[src/hw/rtl/ise_pkg.sv]
// Shared types and constants of the integer stack engine.
`default_nettype none

package ise_pkg;

	localparam int unsigned StackDepthDefault = 64;
	localparam int unsigned WordWidth = 32;

	typedef enum logic [2:0] {
		OP_PUSH = 3'd0,
		OP_DUMP = 3'd1,
		OP_PEEK = 3'd2,
		OP_POP  = 3'd3,
		OP_ADD  = 3'd4
	} ise_op_t;

	typedef enum logic [2:0] {
		ST_ACK        = 3'd0,
		ST_VALUE      = 3'd1,
		ST_PEEK_EMPTY = 3'd2,
		ST_POP_EMPTY  = 3'd3,
		ST_ADD_SHORT  = 3'd4,
		ST_OVERFLOW   = 3'd5
	} ise_status_t;

	typedef struct packed {
		ise_op_t                       operation;
		logic signed [WordWidth-1:0]   push_value;
	} ise_req_t;

	typedef struct packed {
		ise_status_t                   status;
		logic signed [WordWidth-1:0]   value;
		logic                          last;
	} ise_res_t;

	// Commands from the controller to the datapath.
	typedef struct packed {
		logic        push;        // write request value at count, count + 1
		logic        pop;         // count - 1
		logic        rd_top;      // read entry count - 1, walk index to count - 1
		logic        rd_second;   // keep top operand, read entry count - 2
		logic        rd_next;     // read entry index - 1, index - 1
		logic        add_wb;      // write sum to entry count - 2, count - 1
		logic        emit;        // load the result register
		ise_status_t emit_status;
		logic        emit_value;  // value from read data, else zero
		logic        emit_walk;   // last flag from walk index, else one
	} ise_cmd_t;

	// Status from the datapath to the controller.
	typedef struct packed {
		logic empty;
		logic full;
		logic short_stack;
		logic idx_zero;
		logic out_free;
	} ise_sts_t;

endpackage

`default_nettype wire

[src/hw/rtl/ise_ram.sv]
// Generic single-write, single-read RAM with registered read data.
`default_nettype none

module ise_ram #(
	parameter int unsigned WIDTH = 32,
	parameter int unsigned DEPTH = 64
) (
	input  wire logic                       clk,
	input  wire logic                       we,
	input  wire logic [$clog2(DEPTH)-1:0]   waddr,
	input  wire logic [WIDTH-1:0]           wdata,
	input  wire logic                       re,
	input  wire logic [$clog2(DEPTH)-1:0]   raddr,
	output      logic [WIDTH-1:0]           rdata
);

	logic [WIDTH-1:0] mem_q [DEPTH];

	always_ff @(posedge clk) begin
		if (we) begin
			mem_q[waddr] <= wdata;
		end
		if (re) begin
			rdata <= mem_q[raddr];
		end
	end

endmodule

`default_nettype wire

[src/hw/rtl/ise_ctrl.sv]
// Controller state machine of the integer stack engine.
`default_nettype none

module ise_ctrl (
	input  wire logic             clk,
	input  wire logic             arst_n,
	input  wire logic             req_valid,
	input  wire ise_pkg::ise_op_t op,
	output      logic             req_stall,
	input  wire ise_pkg::ise_sts_t sts,
	output      ise_pkg::ise_cmd_t cmd
);
	import ise_pkg::*;

	typedef enum logic [1:0] {
		S_IDLE,
		S_ADD_A,
		S_ADD_B,
		S_READ_OUT
	} state_t;

	state_t state_q;
	state_t state_d;
	logic   walking_q;
	logic   walking_d;

	assign req_stall = !((state_q == S_IDLE) && sts.out_free);

	always_comb begin
		cmd       = '0;
		cmd.emit_status = ST_ACK;
		state_d   = state_q;
		walking_d = walking_q;
		case (state_q)
			S_IDLE: begin
				if (req_valid && sts.out_free) begin
					cmd.emit = 1'b1;
					case (op)
						OP_PUSH: begin
							if (sts.full) begin
								cmd.emit_status = ST_OVERFLOW;
							end else begin
								cmd.push = 1'b1;
							end
						end
						OP_DUMP: begin
							if (!sts.empty) begin
								cmd.emit   = 1'b0;
								cmd.rd_top = 1'b1;
								walking_d  = 1'b1;
								state_d    = S_READ_OUT;
							end
						end
						OP_PEEK: begin
							if (sts.empty) begin
								cmd.emit_status = ST_PEEK_EMPTY;
							end else begin
								cmd.emit   = 1'b0;
								cmd.rd_top = 1'b1;
								walking_d  = 1'b0;
								state_d    = S_READ_OUT;
							end
						end
						OP_POP: begin
							if (sts.empty) begin
								cmd.emit_status = ST_POP_EMPTY;
							end else begin
								cmd.pop = 1'b1;
							end
						end
						OP_ADD: begin
							if (sts.short_stack) begin
								cmd.emit_status = ST_ADD_SHORT;
							end else begin
								cmd.emit   = 1'b0;
								cmd.rd_top = 1'b1;
								state_d    = S_ADD_A;
							end
						end
						default: begin
							cmd.emit_status = ST_ACK;
						end
					endcase
				end
			end
			S_ADD_A: begin
				cmd.rd_second = 1'b1;
				state_d       = S_ADD_B;
			end
			S_ADD_B: begin
				if (sts.out_free) begin
					cmd.add_wb = 1'b1;
					cmd.emit   = 1'b1;
					state_d    = S_IDLE;
				end
			end
			S_READ_OUT: begin
				if (sts.out_free) begin
					cmd.emit        = 1'b1;
					cmd.emit_status = ST_VALUE;
					cmd.emit_value  = 1'b1;
					cmd.emit_walk   = walking_q;
					if (!walking_q || sts.idx_zero) begin
						state_d = S_IDLE;
					end else begin
						cmd.rd_next = 1'b1;
					end
				end
			end
			default: begin
				state_d = S_IDLE;
			end
		endcase
	end

	always_ff @(posedge clk or negedge arst_n) begin
		if (!arst_n) begin
			state_q   <= S_IDLE;
			walking_q <= 1'b0;
		end else begin
			state_q   <= state_d;
			walking_q <= walking_d;
		end
	end

endmodule

`default_nettype wire

[src/hw/rtl/ise_dp.sv]
// Datapath of the integer stack engine: stack memory, count, walk index and result register.
`default_nettype none

module ise_dp #(
	parameter int unsigned STACK_DEPTH = ise_pkg::StackDepthDefault
) (
	input  wire logic                                 clk,
	input  wire logic                                 arst_n,
	input  wire logic [ise_pkg::WordWidth-1:0]        push_value,
	input  wire ise_pkg::ise_cmd_t                    cmd,
	output      ise_pkg::ise_sts_t                    sts,
	output      logic                                 res_valid,
	input  wire logic                                 res_stall,
	output      ise_pkg::ise_res_t                    res
);
	import ise_pkg::*;

	localparam int unsigned AW = $clog2(STACK_DEPTH);
	localparam int unsigned CW = $clog2(STACK_DEPTH + 1);

	logic [CW-1:0]        count_q;
	logic [CW-1:0]        count_m1;
	logic [CW-1:0]        count_m2;
	logic [AW-1:0]        idx_q;
	logic [WordWidth-1:0] operand_q;
	logic [WordWidth-1:0] rdata;
	logic                 we;
	logic [AW-1:0]        waddr;
	logic [WordWidth-1:0] wdata;
	logic                 re;
	logic [AW-1:0]        raddr;
	logic                 res_valid_q;
	ise_res_t             res_q;

	assign count_m1 = count_q - CW'(1);
	assign count_m2 = count_q - CW'(2);

	assign sts.empty       = (count_q == '0);
	assign sts.full        = (count_q == CW'(STACK_DEPTH));
	assign sts.short_stack = (count_q < CW'(2));
	assign sts.idx_zero    = (idx_q == '0);
	assign sts.out_free    = !res_valid_q || !res_stall;

	always_comb begin
		we    = cmd.push || cmd.add_wb;
		waddr = cmd.push ? count_q[AW-1:0] : count_m2[AW-1:0];
		wdata = cmd.push ? push_value : rdata + operand_q;
		re    = cmd.rd_top || cmd.rd_second || cmd.rd_next;
		if (cmd.rd_second) begin
			raddr = count_m2[AW-1:0];
		end else if (cmd.rd_next) begin
			raddr = idx_q - AW'(1);
		end else begin
			raddr = count_m1[AW-1:0];
		end
	end

	ise_ram #(
		.WIDTH(WordWidth),
		.DEPTH(STACK_DEPTH)
	) u_stack_ram (
		.clk  (clk),
		.we   (we),
		.waddr(waddr),
		.wdata(wdata),
		.re   (re),
		.raddr(raddr),
		.rdata(rdata)
	);

	always_ff @(posedge clk or negedge arst_n) begin
		if (!arst_n) begin
			count_q     <= '0;
			res_valid_q <= 1'b0;
		end else begin
			if (cmd.push) begin
				count_q <= count_q + CW'(1);
			end else if (cmd.pop || cmd.add_wb) begin
				count_q <= count_m1;
			end
			if (cmd.emit) begin
				res_valid_q <= 1'b1;
			end else if (!res_stall) begin
				res_valid_q <= 1'b0;
			end
		end
	end

	always_ff @(posedge clk) begin
		if (cmd.rd_top) begin
			idx_q <= count_m1[AW-1:0];
		end else if (cmd.rd_next) begin
			idx_q <= idx_q - AW'(1);
		end
		if (cmd.rd_second) begin
			operand_q <= rdata;
		end
		if (cmd.emit) begin
			res_q.status <= cmd.emit_status;
			res_q.value  <= cmd.emit_value ? rdata : '0;
			res_q.last   <= cmd.emit_walk ? (idx_q == '0) : 1'b1;
		end
	end

	assign res_valid = res_valid_q;
	assign res       = res_q;

endmodule

`default_nettype wire

[src/hw/rtl/integer_stack_engine.sv]
// Top level of the integer stack engine: controller, datapath and ports.
`default_nettype none

// The integer stack engine runs stack-machine opcodes (push, dump, peek, pop,
// add) over a stack of up to STACK_DEPTH signed 32-bit integers held in a
// single-port-read memory. Each request on the cmd channel gives one or more
// results on the res channel; the final result of a request carries last.
// Push, pop, every error case and unused opcodes give a single result. Peek
// passes through a read-out state, because the top entry comes out of the
// memory's registered read port in the cycle after its address. Add reads
// the two operands one after the other through that same port, then writes
// the sum back. Dump reads the top entry to start and then gives one element
// per cycle from top to bottom while the result register is not stalled.
// Requests are taken only between operations. A result register drives the
// res channel. The next request may be taken in the cycle that the previous
// result is taken by the receiver. It is not taken while that result still
// waits on a stalled receiver.
// The stack memory needs no clearing after reset; only entries below the
// element count are ever read.

module integer_stack_engine #(
	parameter int unsigned STACK_DEPTH = ise_pkg::StackDepthDefault
) (
	input  wire logic              clk,
	input  wire logic              arst_n,
	input  wire logic              cmd_valid,
	output      logic              cmd_stall,
	input  wire ise_pkg::ise_req_t cmd,
	output      logic              res_valid,
	input  wire logic              res_stall,
	output      ise_pkg::ise_res_t res
);
	import ise_pkg::*;

	// Command and status groups between the controller and the datapath.
	ise_cmd_t dp_cmd;
	ise_sts_t dp_sts;

	// The controller decodes the opcode of a request directly from the port
	// and accepts it only while idle with room in the result register.
	ise_ctrl u_ctrl (
		.clk      (clk),
		.arst_n   (arst_n),
		.req_valid(cmd_valid),
		.op       (cmd.operation),
		.req_stall(cmd_stall),
		.sts      (dp_sts),
		.cmd      (dp_cmd)
	);

	// The datapath writes a pushed value in the same cycle that the request
	// is accepted, so the push value is taken straight from the port.
	ise_dp #(
		.STACK_DEPTH(STACK_DEPTH)
	) u_dp (
		.clk       (clk),
		.arst_n    (arst_n),
		.push_value(cmd.push_value),
		.cmd       (dp_cmd),
		.sts       (dp_sts),
		.res_valid (res_valid),
		.res_stall (res_stall),
		.res       (res)
	);

endmodule

`default_nettype wire

[config.mk]
export PLATFORM = sky130hd
export DESIGN_NAME = integer_stack_engine
export DESIGN_NICKNAME = d
export VERILOG_FILES = /design/src/hw/rtl/ise_pkg.sv /design/src/hw/rtl/ise_ram.sv /design/src/hw/rtl/ise_ctrl.sv /design/src/hw/rtl/ise_dp.sv /design/src/hw/rtl/integer_stack_engine.sv
export SDC_FILE = /design/constraint.sdc
export NUM_CORES = 2
export LEC_CHECK = 0
export BUFFER_PORTS_ARGS = -buffer_cell sky130_fd_sc_hd__buf_2
export CORE_ASPECT_RATIO = 1.4
export CORE_MARGIN = 1.5
export CORE_UTILIZATION = 60
export DETAILED_ROUTE_END_ITERATION = 7
export HOLD_SLACK_MARGIN = 0.05
export PLACE_DENSITY = 0.77
export SLEW_MARGIN = 0
export SYNTH_ARGS = -nofsm -noshare
export SYNTH_HDL_FRONTEND = slang
export SYNTH_SLANG_ARGS = --single-unit
export TNS_END_PERCENT = 10
[constraint.sdc]
create_clock -name clk -period 10.1 [get_ports clk]
set_clock_uncertainty 0.2 [all_clocks]
set_input_delay 1.515 -clock clk [delete_from_list [all_inputs] [get_ports clk]]
set_output_delay 1.515 -clock clk [all_outputs]
set_load 0.01 [all_outputs]
Word-level counts from Yosys, hierarchy flattened
Memories as Yosys holds them, arrays and structs flattened. A register that Yosys moved wholly into a read port is not among the register bits.
Cells that the tools add are included.
{"block": "word_totals", "ff_bits": 85, "ram_bits": 2048, "out_inout_bits": 38, "wordCells": 106, "mem_count": 1}
{"name": "u_dp.u_stack_ram.mem_q", "words": 64, "width": 32, "rd": 1, "rd_ports_with_merged_regs": 1, "wr": 1, "line_no": "ise_ram.sv:17", "text": "logic [WIDTH-1:0] mem_q [DEPTH];"}
{"block": "classes", "add_sub_neg": 5, "order_cmp": 1, "n_eq_ne": 18, "mux": 50, "reduce_logical": 22}
{"op": "6-bit 2-to-1 mux", "n": 6}
{"op": "32-bit adder", "n": 1}
{"op": "32-bit 2-to-1 mux", "n": 1}
{"op": "2-bit 2-to-1 mux", "n": 10}
{"op": "1-bit 2-to-1 mux", "n": 18}
{"op": "7-bit 2-to-1 mux", "n": 2}
{"op": "3-bit 2-to-1 mux", "n": 4}
{"op": "3-bit case mux with 4 select lines", "n": 1}
{"op": "3-bit != test, second input constant", "n": 3}
{"op": "2-bit by 1-bit != test with 1-bit output, second input constant", "n": 4}
{"op": "2-bit case mux with 4 select lines", "n": 1}
{"op": "7-bit by 1-bit adder with 7-bit output, second input constant", "n": 1}
{"op": "7-bit == test, second input constant", "n": 1}
{"op": "7-bit logical NOT", "n": 1}
{"op": "7-bit by 2-bit < comparator with 1-bit output, second input constant", "n": 1}
{"op": "7-bit AND reduction", "n": 1}
{"op": "7-bit by 1-bit subtractor with 7-bit output, second input constant", "n": 1}
{"op": "3-bit by 2-bit == test with 1-bit output, second input constant", "n": 2}
{"op": "6-bit logical NOT", "n": 1}
{"op": "1-bit logical OR", "n": 6}
{"op": "2-bit != test, second input constant", "n": 3}
{"op": "1-bit case mux with 2 select lines", "n": 3}
{"op": "3-bit case mux with 2 select lines", "n": 1}
{"op": "2-bit nonzero test", "n": 3}
{"op": "other kinds (15)", "n": 20}

Depth between registers and ports, before layout
{"block": "depth", "depth_word": 8, "mapped_depth": 17, "mapped_depth_nobuf": 12}

By module
Synthesis repeated with hierarchy kept, for this count alone.
{"block": "hier_totals", "cells_unflattened": 3949, "hier_area_um2": 84878.9}
{"mod": "ise_ram", "n_inst": 1, "cells_per_inst": 3324, "area_per_inst_um2": 78835.6, "seq_area_each_um2": 62459.9}
{"mod": "ise_dp", "n_inst": 1, "cells_per_inst": 572, "area_per_inst_um2": 5615.4, "seq_area_each_um2": 2422.3}
{"mod": "ise_ctrl", "n_inst": 1, "cells_per_inst": 53, "area_per_inst_um2": 427.9, "seq_area_each_um2": 75.1}

Least setup slack after synthesis
No wires, ideal clock.
{"block": "synth_path", "path_type": "input -> register", "startpoint": "in cmd[34] (netlist bit)", "endpoint": "mem u_dp.u_stack_ram.mem_q[0][25] (data pin)", "setup_time_ns": 1.009, "arrival_time_ns": 6.504, "t_required_ns": 8.891, "path_slack_ns": 2.387, "path_stages": 6, "path_buffers": 2, "cell_sequence": "clkbuf_1 -> inv_1 -> nand4_1 -> a21oi_1 -> clkbuf_1 -> o311ai_0"}
{"block": "synth_via", "elab_chain_cells": 5}
{"item": "start, declared", "line_no": "integer_stack_engine.sv:28", "text": "input wire ise_pkg::ise_req_t cmd,"}
{"item": "3-bit logical NOT", "line_no": "ise_ctrl.sv:38", "text": "case (op)"}
{"item": "1-bit 2-to-1 mux", "line_no": "ise_ctrl.sv:38"}
{"item": "3-bit 2-to-1 mux", "line_no": "ise_ctrl.sv:36", "text": "if (req_valid && sts.out_free) begin"}
{"item": "3-bit 2-to-1 mux", "line_no": "ise_ctrl.sv:34", "text": "case (state_q)"}
{"item": "32-bit 2-to-1 mux", "line_no": "ise_dp.sv:47", "text": "wdata = cmd.push ? push_value : rdata + operand_q;"}
{"item": "named net u_dp.u_stack_ram.wdata[25]", "line_no": "ise_ram.sv:11", "text": "input wire logic [WIDTH-1:0] wdata,"}
{"item": "end, declared", "line_no": "ise_ram.sv:17"}
The timed path passes the listed nets, and every way through them passes these cells.

Final worst setup path
{"block": "layout_path", "startpoint": "in res_stall", "endpoint": "reg u_dp.u_stack_ram.rdata[30], read port of u_dp.u_stack_ram.mem_q (data pin)"}
{"block": "layout_via", "elab_chain_cells": 7, "elab_cells_between_ends": 11, "cone_classes": "mux (6); reduce/logical (5)"}
{"item": "start, declared", "line_no": "integer_stack_engine.sv:30", "text": "input wire logic res_stall,"}
{"item": "1-bit logical NOT *", "line_no": "ise_dp.sv:42", "text": "assign sts.out_free = !res_valid_q || !res_stall;"}
{"item": "1-bit logical OR *", "line_no": "ise_dp.sv:42"}
{"item": "1-bit logical AND", "line_no": "ise_ctrl.sv:36"}
{"item": "3-bit 2-to-1 mux", "line_no": "ise_ctrl.sv:36"}
{"item": "3-bit 2-to-1 mux", "line_no": "ise_ctrl.sv:34"}
{"item": "1-bit logical OR (2 in series)", "line_no": "ise_dp.sv:48", "text": "re = cmd.rd_top || cmd.rd_second || cmd.rd_next;"}
{"item": "end, declared", "line_no": "ise_ram.sv:14", "text": "output logic [WIDTH-1:0] rdata"}
Every way passes the cells marked *; elsewhere a longest branch is shown, timed or not.
A chain may end at the register's enable or synchronous reset.

==> out/qor.yml <==
reg2reg_slack_ns: 4.13
clockBufferDepth: 3
cp_max_fo: 117
top_layer: "met5"
tns_ns: 0
cp_num_buf_inv: 3
cp-start-kind: "input port"
synth_commonest_cells: "2154 x edfxtp_1, 1990 x nand2_1, 904 x nand3_1"
post_cts_buffers: 0
drt_iter0_markers: 10500
cts_tree: "done"
die_height_um: 452
drtPass1Iterations: 6
ys_types: 86
synth_ff_type: "edfxtp_1"
clkSlewWorstSetupHoldPaths_ns: 0.06
die_w_um: 324
wl_per_cell_um: 31.2
wl_met1_um: 83000
post_dp_cell_area_sq_mm: 0.0900
synthDominantCellAreaShare_pct: 74.8
cts_resized: 0
synth_area_sq_mm: 0.0865
reg2reg_depth: 11
cp-end-kind: "flip-flop"
ant_nets: 0
routed_via_density: 6.80
finalMaxSlewViolations: 2
period_minus_slack_ns: 6.15
fp-row-count: 164
root_buffer: "clkbuf_16"
dp_hpwl_um: 142000
fmax_mhz: 163
post-route-drc-count: 0
core_area_sq_mm: 0.143
yosys-top-cells-area: "edfxtp_1 75%, nand2_1 8.6%, nand3_1 5.2%"
maxCapViolations: 1
nFillCells: 9505
max_slew_margin_pct: -3.35
cts_sinks: 2165
met2_length_um: 125000
violations: "max-capacitance violations, max-slew violations"
crit_slowest_cell: "a21oi_1"
setup_viol_count_final: 0
grt_usage_pct: 37.2
synthToLayoutAreaGrowth_pct: 10.8
ys_ff_latch: 2165
place_congestion: 0.903
synth_nets: 6704
start_util_pct: 60.6
vias: 59200
outcome: "complete, but fails checks"
reg2reg_to: "u_dp.u_stack_ram.mem_q[8][27]$_DFFE_PP_"
yosysWarnings: 0
worst-setup-path-type: "input port to flip-flop"
fin_util_pct: 67.1
antenna_found_initial: 21
hp-class: "input port to async pin"
yosysMostFrequentCell: "edfxtp_1"
rsz0062_at_grt: "no"
synthCells: 6622
timing.rr.start: "u_dp.count_q[0]$_DFFE_PN0P_"
grt_first_pass_wirelength_um: 384000
multiInputGateArea_sq_mm: 0.0207
grt_overflow: 0
worstMarginPinSlew_ns: 1.55
async_reset_ff_share_pct: 0.508
ys_seq_area_share_pct: 75.1
path_common_cell: "buf_12"
cpPeakStageDelay_ns: 1.26
routed_wl_um: 272000
grt_max_degree: 179
path_delay_family: "compound AO/OA/AOI/OAI gates"
drive_gt1_share_pct: 9.39
met3WireLength_um: 39000
final_area_sq_mm: 0.0959
clock_latency_ns: 0.84
path_cells: "buf_2 -> a21boi_2 -> o2111ai_1 -> o211ai_4 -> buf_12 -> nor3_4 -> buf_12 -> a32oi_1 -> a22oi_1 -> a21oi_1 -> or3_1"
port_buffers: 76
grt_pass1_vias: 56900
arrival_ns: 6.63
seq_area_sq_mm: 0.0650
yosys.area.top_type: "edfxtp_1"
final_hold_viol_count: 0
cts_inserted_buffers: 183
syn_avg_cell_area_sq_um: 13.1
synth_edf_count: 2154
fin_nets: 6732
ioPinCount: 77
die-area_sq_mm: 0.147
postCtsHoldBufs: 0
h-tree-depth: 4
worstPathRequired_ns: 10.58
post-route-period-util_pct: 60.9
cell usage in the layout (no fill, tap or decap), types with 13 or more instances in the layout:
cell type and count:
a21oi_1 162, clkinv_1 41, buf_12 16, a21oi_4 19, a32oi_1 44, clkbuf_16 188
clkbuf_1 30, o21ai_0 34, nand3_1 903, nor2b_1 13, mux2i_1 75, nand2_1 1988
xnor2_1 24, bufinv_16 19, clkinv_2 35, edfxtp_1 2154, nor2_4 65, ha_1 41
and3_1 24, nand4_1 124, inv_1 19, a32o_1 21, nor2_1 57, buf_2 76
o22ai_1 39, buf_4 145, nor3_1 29, a31oi_1 133, and2_1 34, or3_1 16
logic make-up after synthesis:
kind of cell | share of synthesized area (%)
flops | 75.1
buf+inv | 2.10
fa+ha+maj | 0.631
compound gates | 4.22
mux | 0.894
xor+xnor | 0.364
simple gates | 16.7
through the flow:
step                      hold slack (ns)  setup slack [ns]  instances
after CTS                           0.352              4.32       8704
after global routing                0.361              3.96       8705
after floorplan                     0.248              2.39       6622
after detailed placement            0.351              3.78       8374
after global placement              0.348              3.80       8374
final                               0.364              3.95       8712
state kept, by name, summed over array words and instances, names as in the netlist:
name and count:
u_dp.u_stack_ram.rdata 32, u_ctrl.walking_q 1, u_dp.u_stack_ram.mem_q 2048, u_dp.res_valid 1, u_dp.idx_q 6, u_ctrl.state_q 2
u_dp.res 36, u_dp.count_q 7, u_dp.operand_q 32
worst reg2reg max path: stages (launching register included):
cell       delay [ns]
dfrtp_1          0.54
clkinv_1         0.24
ha_1             0.24
or3b_1           0.47
nor3_1           0.50
a21o_2           0.22
buf_4            0.63
nand4_1          0.28
o2bb2ai_1        0.27
nand2_1          0.60
nor2_4           0.72
buf_4            0.66
cell type report:
class,instances,share of cell area (%)
Antenna cell,8,0.0209
Tap cell,1909,2.49
Timing Repair Buffer,237,1.87
Inverter,22,0.0887
Clock inverter,112,1.15
Multi-Input combinational cell,4041,21.6
Sequential cell,2165,67.7
Clock buffer,218,5.02
worst max-delay path by stage:
stage / start / endpoint / cells after the start
global route: res_stall / u_dp.u_stack_ram.rdata[30]$_DFFE_PP_ / 11
global placement: res_stall / u_dp.u_stack_ram.rdata[31]$_DFFE_PP_ / 12
detailed placement: res_stall / u_dp.u_stack_ram.rdata[31]$_DFFE_PP_ / 10
floorplan: cmd[34] / u_dp.u_stack_ram.mem_q[0][25]$_DFFE_PP_ / 6
CTS: u_dp.count_q[0]$_DFFE_PN0P_ / u_dp.u_stack_ram.mem_q[8][7]$_DFFE_PP_ / 11
finish: res_stall / u_dp.u_stack_ram.rdata[30]$_DFFE_PP_ / 11
metal layers:
metal,track usage (%),vias to the layer above
met5,0,-
met4,28.2,8
met3,10.1,1208
met2,57.5,5281
met1,44.5,28400
li1,-,24300
Power is not shown: default switching activity piles up to over one toggle a cycle in this logic, so the estimate is an artifact.
